`src/wlm_pkg.sv`:
```
// ----------------------------------------------------------------------------
// wlm_pkg: shared types and constants for the window/level mapper
// Payload structs, configuration codes and the control word that travels
// down the pipeline next to the data.
// ----------------------------------------------------------------------------
package wlm_pkg;

	// default number of fraction bits of slope and intercept
	localparam int unsigned FRAC_BITS_DEF = 16;

	// configuration port
	localparam int unsigned CFG_IDX_W  = 3;
	localparam int unsigned CFG_DATA_W = 32;

	// register indexes
	localparam logic [CFG_IDX_W-1:0] REG_WIDTH_CODE = 3'd0;
	localparam logic [CFG_IDX_W-1:0] REG_SIGNED     = 3'd1;
	localparam logic [CFG_IDX_W-1:0] REG_SLOPE      = 3'd2;
	localparam logic [CFG_IDX_W-1:0] REG_INTERCEPT  = 3'd3;
	localparam logic [CFG_IDX_W-1:0] REG_CENTER     = 3'd4;
	localparam logic [CFG_IDX_W-1:0] REG_SPAN       = 3'd5;

	// sample width codes
	localparam logic [1:0] WCODE_8  = 2'd0;
	localparam logic [1:0] WCODE_16 = 2'd1;

	// reset values
	localparam logic [1:0]  WIDTH_CODE_RST = WCODE_16;
	localparam logic [31:0] SLOPE_RST      = 32'h0001_0000;
	localparam logic [31:0] INTERCEPT_RST  = 32'h0000_0000;
	localparam logic [17:0] CENTER_RST     = 18'd0;
	localparam logic [18:0] SPAN_RST       = 19'd65536;

	typedef struct packed {
		logic [15:0] raw_sample;
		logic        last_in;
	} sample_t;

	typedef struct packed {
		logic [7:0] display_value;
		logic       last_out;
	} result_t;

	typedef struct packed {
		logic [1:0]  sample_width_code;
		logic        samples_signed;
		logic [31:0] rescale_slope;
		logic [31:0] rescale_intercept;
		logic [17:0] window_center;
		logic [18:0] window_span;
	} cfg_t;

	// per-beat control word carried along the pipeline
	typedef struct packed {
		logic       valid;
		logic       last;
		logic [7:0] bypass;
	} ctl_t;

	// a zero span behaves as a span of one
	function automatic logic [18:0] span_eff(input logic [18:0] span);
		span_eff = (span == 19'd0) ? 19'd1 : span;
	endfunction

endpackage

```
`src/wlm_rescale.sv`:
```
// ----------------------------------------------------------------------------
// wlm_rescale: front half of the mapper pipeline
// Four stages: slope multiply, intercept and center, half-span offset,
// times 255. Also forms the 8-bit bypass value.
// ----------------------------------------------------------------------------
module wlm_rescale
	import wlm_pkg::*;
#(
	parameter int unsigned FRAC_BITS = FRAC_BITS_DEF,
	parameter int unsigned NUM_W     = 60
) (
	input  logic                    clk,
	input  logic                    arst_n,
	input  logic                    adv,
	input  logic                    in_valid,
	input  sample_t                 in_beat,
	input  cfg_t                    cfg,
	output ctl_t                    ctl_out,
	output logic signed [NUM_W-1:0] num_out
);

	localparam int unsigned P_W = 49;
	localparam int unsigned D_W = ((18 + FRAC_BITS > P_W) ? 18 + FRAC_BITS : P_W) + 1;
	localparam int unsigned T_W = NUM_W - 8;

	logic signed [16:0]      samp;
	logic [7:0]              byp;
	logic [D_W-1:0]          center_sh;
	logic [T_W-1:0]          span_sh;
	logic [18:0]             w_eff;

	logic signed [P_W-1:0]   prod_s1;
	logic signed [D_W-1:0]   diff_s2;
	logic signed [T_W-1:0]   t_s3;
	logic signed [NUM_W-1:0] num_s4;
	ctl_t                    ctl_s1, ctl_s2, ctl_s3, ctl_s4;

	// sample extension and 8-bit bypass value
	always_comb begin
		samp = cfg.samples_signed ? {in_beat.raw_sample[15], in_beat.raw_sample}
			: {1'b0, in_beat.raw_sample};
		case (cfg.sample_width_code)
			WCODE_8:  byp = cfg.samples_signed ? (in_beat.raw_sample[7:0] ^ 8'h80)
				: in_beat.raw_sample[7:0];
			default:  byp = 8'd0;
		endcase
	end

	// center and span moved onto the fixed-point grid
	assign w_eff     = span_eff(cfg.window_span);
	assign center_sh = {{(D_W-18-FRAC_BITS){cfg.window_center[17]}}, cfg.window_center,
		{FRAC_BITS{1'b0}}};
	assign span_sh   = T_W'(w_eff) << FRAC_BITS;

	// control word
	always_ff @(posedge clk or negedge arst_n) begin
		if (!arst_n) begin
			ctl_s1 <= '0;
			ctl_s2 <= '0;
			ctl_s3 <= '0;
			ctl_s4 <= '0;
		end else if (adv) begin
			ctl_s1 <= '{valid: in_valid, last: in_beat.last_in, bypass: byp};
			ctl_s2 <= ctl_s1;
			ctl_s3 <= ctl_s2;
			ctl_s4 <= ctl_s3;
		end
	end

	// arithmetic stages
	always_ff @(posedge clk) begin
		if (adv) begin
			prod_s1 <= samp * $signed(cfg.rescale_slope);
			diff_s2 <= {{(D_W-P_W){prod_s1[P_W-1]}}, prod_s1}
				+ {{(D_W-32){cfg.rescale_intercept[31]}}, cfg.rescale_intercept}
				- center_sh;
			t_s3    <= {{(T_W-D_W-1){diff_s2[D_W-1]}}, diff_s2, 1'b0} + span_sh;
			num_s4  <= {t_s3, 8'd0} - {{8{t_s3[T_W-1]}}, t_s3};
		end
	end

	assign ctl_out = ctl_s4;
	assign num_out = num_s4;

endmodule

```
`src/wlm_divider.sv`:
```
// ----------------------------------------------------------------------------
// wlm_divider: back half of the mapper pipeline
// Range check against 256 doubled spans, then a restoring divide by the doubled
// span, one quotient bit per stage over eight stages.
// ----------------------------------------------------------------------------
module wlm_divider
	import wlm_pkg::*;
#(
	parameter int unsigned FRAC_BITS = FRAC_BITS_DEF,
	parameter int unsigned NUM_W     = 60
) (
	input  logic                    clk,
	input  logic                    arst_n,
	input  logic                    adv,
	input  ctl_t                    ctl_in,
	input  logic signed [NUM_W-1:0] num_in,
	input  cfg_t                    cfg,
	output ctl_t                    ctl_out,
	output logic [7:0]              quot
);

	localparam int unsigned NSTEP = 8;

	logic [18:0]      w_eff;
	logic [NUM_W-1:0] den;
	logic [NUM_W-1:0] lim;
	logic             neg;

	logic [NUM_W-1:0] rem_s [0:NSTEP];
	logic [7:0]       quo_s [0:NSTEP];
	logic             sat_s [0:NSTEP];
	ctl_t             ctl_s [0:NSTEP];

	// divisor is twice the span on the fixed-point grid
	assign w_eff = span_eff(cfg.window_span);
	assign den   = NUM_W'(w_eff) << (FRAC_BITS + 1);
	assign lim   = den << NSTEP;
	assign neg   = num_in[NUM_W-1];

	// entry stage: clamp flags
	always_ff @(posedge clk or negedge arst_n) begin
		if (!arst_n) begin
			ctl_s[0] <= '0;
		end else if (adv) begin
			ctl_s[0] <= ctl_in;
		end
	end

	always_ff @(posedge clk) begin
		if (adv) begin
			sat_s[0] <= !neg && (NUM_W'(num_in) >= lim);
			rem_s[0] <= neg ? '0 : NUM_W'(num_in);
			quo_s[0] <= 8'd0;
		end
	end

	// one quotient bit per stage, most significant first
	for (genvar i = 0; i < NSTEP; i++) begin : g_step
		logic [NUM_W-1:0] dsh;
		logic             ge;

		assign dsh = den << (NSTEP - 1 - i);
		assign ge  = rem_s[i] >= dsh;

		always_ff @(posedge clk or negedge arst_n) begin
			if (!arst_n) begin
				ctl_s[i+1] <= '0;
			end else if (adv) begin
				ctl_s[i+1] <= ctl_s[i];
			end
		end

		always_ff @(posedge clk) begin
			if (adv) begin
				rem_s[i+1] <= ge ? rem_s[i] - dsh : rem_s[i];
				quo_s[i+1] <= {quo_s[i][6:0], ge};
				sat_s[i+1] <= sat_s[i];
			end
		end
	end

	assign ctl_out = ctl_s[NSTEP];
	assign quot    = sat_s[NSTEP] ? 8'hFF : quo_s[NSTEP];

endmodule

```
`src/pixel_window_level_mapper_top.sv`:
```
// path: an accepted beat passes the rescale stages, range check, divide stages and output register
// throughput: one beat per cycle; a stalled result freezes the whole pipeline
// depth is set by the 17x32 slope multiply, three adder stages, the range
// check and an eight-stage restoring divide, plus the output register
// reset: pipeline emptied and registers back to 16-bit unsigned, slope 1.0,
// intercept 0, center 0, span 65536
// ----------------------------------------------------------------------------
// pixel_window_level_mapper_top: raw sample to 8-bit display value
// Configuration registers, the rescale and divide pipelines and the output
// register with the bypass select.
// ----------------------------------------------------------------------------
module pixel_window_level_mapper_top
	import wlm_pkg::*;
#(
	parameter int unsigned FRAC_BITS = FRAC_BITS_DEF
) (
	input  logic                  clk,
	input  logic                  arst_n,
	input  logic                  cfg_we,
	input  logic [CFG_IDX_W-1:0]  cfg_idx,
	input  logic [CFG_DATA_W-1:0] cfg_data,
	input  logic                  sample_valid,
	output logic                  sample_ready,
	input  sample_t               sample,
	output logic                  result_valid,
	input  logic                  result_ready,
	output result_t               result
);

	localparam int unsigned D_W   = ((18 + FRAC_BITS > 49) ? 18 + FRAC_BITS : 49) + 1;
	localparam int unsigned T_W   = ((D_W + 1 > 19 + FRAC_BITS) ? D_W + 1 : 19 + FRAC_BITS) + 1;
	localparam int unsigned NUM_W = T_W + 8;

	cfg_t                    cfg_q;
	logic                    adv;
	ctl_t                    rs_ctl, dv_ctl;
	logic signed [NUM_W-1:0] rs_num;
	logic [7:0]              dv_quot;
	logic                    res_valid_q;
	result_t                 res_q;

	// configuration registers
	always_ff @(posedge clk or negedge arst_n) begin
		if (!arst_n) begin
			cfg_q.sample_width_code <= WIDTH_CODE_RST;
			cfg_q.samples_signed    <= 1'b0;
			cfg_q.rescale_slope     <= SLOPE_RST;
			cfg_q.rescale_intercept <= INTERCEPT_RST;
			cfg_q.window_center     <= CENTER_RST;
			cfg_q.window_span       <= SPAN_RST;
		end else if (cfg_we) begin
			case (cfg_idx)
				REG_WIDTH_CODE: cfg_q.sample_width_code <= cfg_data[1:0];
				REG_SIGNED:     cfg_q.samples_signed    <= cfg_data[0];
				REG_SLOPE:      cfg_q.rescale_slope     <= cfg_data[31:0];
				REG_INTERCEPT:  cfg_q.rescale_intercept <= cfg_data[31:0];
				REG_CENTER:     cfg_q.window_center     <= cfg_data[17:0];
				REG_SPAN:       cfg_q.window_span       <= cfg_data[18:0];
				default: ;
			endcase
		end
	end

	// whole pipeline moves unless the result is held
	assign adv          = !res_valid_q || result_ready;
	assign sample_ready = adv;

	wlm_rescale #(
		.FRAC_BITS (FRAC_BITS),
		.NUM_W     (NUM_W)
	) u_rescale (
		.clk      (clk),
		.arst_n   (arst_n),
		.adv      (adv),
		.in_valid (sample_valid),
		.in_beat  (sample),
		.cfg      (cfg_q),
		.ctl_out  (rs_ctl),
		.num_out  (rs_num)
	);

	wlm_divider #(
		.FRAC_BITS (FRAC_BITS),
		.NUM_W     (NUM_W)
	) u_divider (
		.clk     (clk),
		.arst_n  (arst_n),
		.adv     (adv),
		.ctl_in  (rs_ctl),
		.num_in  (rs_num),
		.cfg     (cfg_q),
		.ctl_out (dv_ctl),
		.quot    (dv_quot)
	);

	// output register with mode select
	always_ff @(posedge clk or negedge arst_n) begin
		if (!arst_n) begin
			res_valid_q <= 1'b0;
		end else if (adv) begin
			res_valid_q <= dv_ctl.valid;
		end
	end

	always_ff @(posedge clk) begin
		if (adv) begin
			res_q.display_value <= (cfg_q.sample_width_code == WCODE_16) ? dv_quot
				: dv_ctl.bypass;
			res_q.last_out      <= dv_ctl.last;
		end
	end

	assign result_valid = res_valid_q;
	assign result       = res_q;

`ifndef SYNTHESIS
	// a held result freezes the last divider stage
	a_stall_freeze: assert property (@(posedge clk) disable iff (!arst_n)
		!adv |=> $stable(dv_ctl) && $stable(dv_quot))
		else $error("divider output moved during a stall");

	// a finished beat leaving the divider always lands in the output register
	a_beat_lands: assert property (@(posedge clk) disable iff (!arst_n)
		(adv && dv_ctl.valid) |=> result_valid)
		else $error("beat lost between divider and output register");

	// nothing new enters while the output is stalled
	a_no_entry_stalled: assert property (@(posedge clk) disable iff (!arst_n)
		(result_valid && !result_ready) |-> !sample_ready)
		else $error("input accepted while pipeline stalled");
`endif

endmodule

```
`config.mk`:
```
export PLATFORM = sky130hd
export DESIGN_NAME = pixel_window_level_mapper_top
export DESIGN_NICKNAME = d
export VERILOG_FILES = /design/src/wlm_pkg.sv /design/src/wlm_rescale.sv /design/src/wlm_divider.sv /design/src/pixel_window_level_mapper_top.sv
export SDC_FILE = /design/constraint.sdc
export NUM_CORES = 2
export LEC_CHECK = 0
export BUFFER_PORTS_ARGS = -buffer_cell sky130_fd_sc_hd__buf_4
export CORE_ASPECT_RATIO = 1.1
export CORE_MARGIN = 3
export CORE_UTILIZATION = 55
export DETAILED_ROUTE_END_ITERATION = 7
export PLACE_DENSITY = 0.83
export SYNTH_ARGS = -nofsm -noshare
export SYNTH_HDL_FRONTEND = slang
export SYNTH_SLANG_ARGS = --single-unit
```
`constraint.sdc`:
```
create_clock -name clk -period 75.1 [get_ports clk]
set_input_delay 11.265 -clock clk [delete_from_list [all_inputs] [get_ports clk]]
set_output_delay 11.265 -clock clk [all_outputs]
set_load 0.05 [all_outputs]
```
==> results.json <==
{
  "cts_tree": "built",
  "synthDistinctLibCells": 87,
  "first_pass_iters": 5,
  "clock-sinks": 969,
  "grt_pass1_vias": 50020,
  "layout_common_cells": "1,017 x nand2_1, 945 x inv_1, 734 x edfxtp_1",
  "hold_path_class": "reg2reg",
  "regArea_um2": 27930,
  "design.die.area_um2": 132000,
  "cp_max_fo": 128,
  "dieWidth_um": 346.7,
  "crit_arrival_ns": 13.01,
  "antenna_left": 0,
  "final-setup-viol-count": 0,
  "start_util_pct": 55.78,
  "cts-root-buf": "clkbuf_16",
  "fp.dieH_um": 380.8,
  "grt_usage_pct": 22.86,
  "cts_inserted_buffers": 99,
  "final_common_cell": "nand2_1",
  "synthXorXnorAreaFrac_pct": 5.088,
  "grt_pass1_wl_mm": 245.8,
  "ys.flop_type": "edfxtp_1",
  "max-cap-violations": 0,
  "fin_crit_sh_pct": 32.32,
  "ys_seq_area_share_pct": 39.76,
  "synthArstFlopShare_pct": 24.25,
  "drive_gt1_share_pct": 6.251,
  "synth.ff_latch_count": 969,
  "muxShareOfSynthArea_pct": 1.990,
  "synth-edff-count": 734,
  "yosys_warnings": 0,
  "cp-end-kind": "primary output",
  "post_cts_buffers": 0,
  "io_pins": 68,
  "drc": 0,
  "gp_congestion": 0.9266,
  "crit_type": "in2out",
  "cts.clk_slew.worst_paths_ns": 0.06,
  "fin_setup_tns_ns": 0,
  "hold_viol": 0,
  "slew_viol_final": 0,
  "multi_input_area_um2": 37920,
  "fin_nets": 7800,
  "whs_ns": 0.4010,
  "ctsHoldBuffers": 0,
  "fill_cells": 9974,
  "dr_total_vias": 47760,
  "fin_skew_ns": 0.02968,
  "status": "complete, no violations",
  "io_buffers": 67,
  "rows": 136,
  "drt_wl_total_mm": 149.3,
  "antenna_found_initial": 3,
  "clk_path_buf_depth": 3,
  "clock_latency_ns": 0.71,
  "relSlewSlack_pct": 29.06,
  "dp_hpwl_mm": 114.4,
  "drt_iter0_drc": 2767,
  "rsz0062_at_grt": "no",
  "grt_max_degree": 129,
  "startpoint_type": "primary input",
  "synthCells": 6781,
  "area_growth_pct": 7.812,
  "max_freq_ghz": 0.04120,
  "finalCriticalPeriod_ns": 24.27,
  "synth_top_family_by_area": "adder cells",
  "globalRouteOverflowTotal": 0,
  "syn_nets": 7820,
  "core-area_um2": 125900,
  "netlist_area_um2": 70230,
  "via_per_inst": 5.616,
  "cp.required_ns": 63.83,
  "avgSynthCellArea_um2": 10.36,
  "routedWlPerCell_um": 17.56,
  "synth_adder_area_share_pct": 23.50,
  "synthSimpleGateAreaFrac_pct": 14.46,
  "fin_util_pct": 60.13,
  "h-tree-depth": 3,
  "synth_compound_area_share_pct": 8.909,
  "cts-resized-gates": 0,
  "worst_pin_slew_ns": 1.062
}
==> worst paths after layout <==
check	to	slack, ns	cells after the start	startpoint
worst max-delay path	sample_ready	50.83	4	result_ready
worst min-delay path	u_rescale.t_s3[4]$_DFFE_PP_	0.40	0	u_rescale.diff_s2[3]$_DFFE_PP_
worst max register to register	u_rescale.prod_s1[47]$_DFFE_PP_	67.29	23	cfg_q[101]$_DFFE_PN0P_
worst min register to register	u_rescale.t_s3[4]$_DFFE_PP_	0.40	0	u_rescale.diff_s2[3]$_DFFE_PP_
max in group asynchronous	cfg_q[44]$_DFFE_PN0P_	62.99	2	arst_n
min in group asynchronous	u_divider.ctl_s[67]$_DFFE_PN0P_	10.56	1	arst_n
==> through the flow <==
stage | cells | area, um2 | setup slack [ns]
3_5_place_dp | 8316 | 72250 | 50.82
2_1_floorplan | 6781 | 70230 | 31.94
4_1_cts | 8503 | 75720 | 50.82
6_report | 8504 | 75720 | 50.83
5_1_grt | 8503 | 75720 | 50.63
3_3_place_gp | 8316 | 72250 | 50.82
==> cells in the mapped netlist, types with 9 or more instances <==
cell type,count,share of area (%)
nand2_1,1017,5.4
a211o_1,10,0.12
a21boi_0,18,0.19
o21a_1,42,0.45
a211oi_1,20,0.21
nor4_1,80,0.71
o21bai_1,37,0.40
o21ai_0,253,1.8
dfrtp_1,232,8.3
nor2b_1,109,0.97
xnor2_1,243,3.0
edfxtp_1,734,31
or2_2,19,0.17
or3_1,36,0.32
nand4b_1,14,0.17
o211ai_1,16,0.17
a21oi_1,281,2.0
o31ai_1,32,0.34
nand3_1,79,0.56
a31oi_1,26,0.23
nand4_1,44,0.39
a221o_1,9,0.13
xor2_1,165,2.1
and2_1,215,1.9
or4_1,31,0.33
inv_1,945,5.1
and3_1,38,0.34
o41ai_1,10,0.12
mux2_2,117,1.9
o2111ai_1,9,0.11
fa_1,562,16
a21o_1,148,1.6
clkbuf_1,204,1.1
nand3b_1,9,0.096
ha_1,420,7.5
nor3_1,99,0.71
buf_1,11,0.059
nor2_1,251,1.3
nand2b_1,57,0.51
==> layer usage <==
layer,part of all wire [%],routed length (um),global-route usage (%),vias to the layer above
met5,0.024,36,0,-
li1,-,-,-,22640
met2,52,77120,41.50,1412
met3,5.6,8372,3.967,427
met4,5.1,7605,11.75,6
met1,38,56180,25.72,23280
==> logic make-up after synthesis <==
group	after synthesis
AND/OR/NAND/NOR	2134
buffers and inverters	1170
AO/OA/AOI/OAI	993
adder cells (fa/ha/maj)	982
flip-flops	969
XOR/XNOR	408
multiplexers	125
==> worst max-delay path, stage by stage <==
cell	delay, ns
buf_4	0.12
nor2b_4	0.71
inv_8	0.46
buf_4	0.37
==> registers in the layout, summed over array words and instances, names as in the netlist, 36 cells and up <==
name / count
u_divider.quo_s: 36
u_divider.ctl_s: 80
u_rescale.diff_s2: 50
u_rescale.t_s3: 51
u_rescale.num_out: 59
u_divider.rem_s: 471
u_rescale.prod_s1: 49
cfg_q: 104
==> area by class of cell <==
cell class	instances	share of cell area, %
inverters	948	4.709
clock inverters	59	1.008
repair buffers	101	1.011
flip-flops and latches	969	36.88
clock buffers	128	3.571
well taps	1656	2.736
multi-input cells	4642	50.08
diodes	1	0.003305
Power is left out: the tool's default activity adds up to more than one toggle a clock period on the data nets, which glitch-free logic cannot reach.
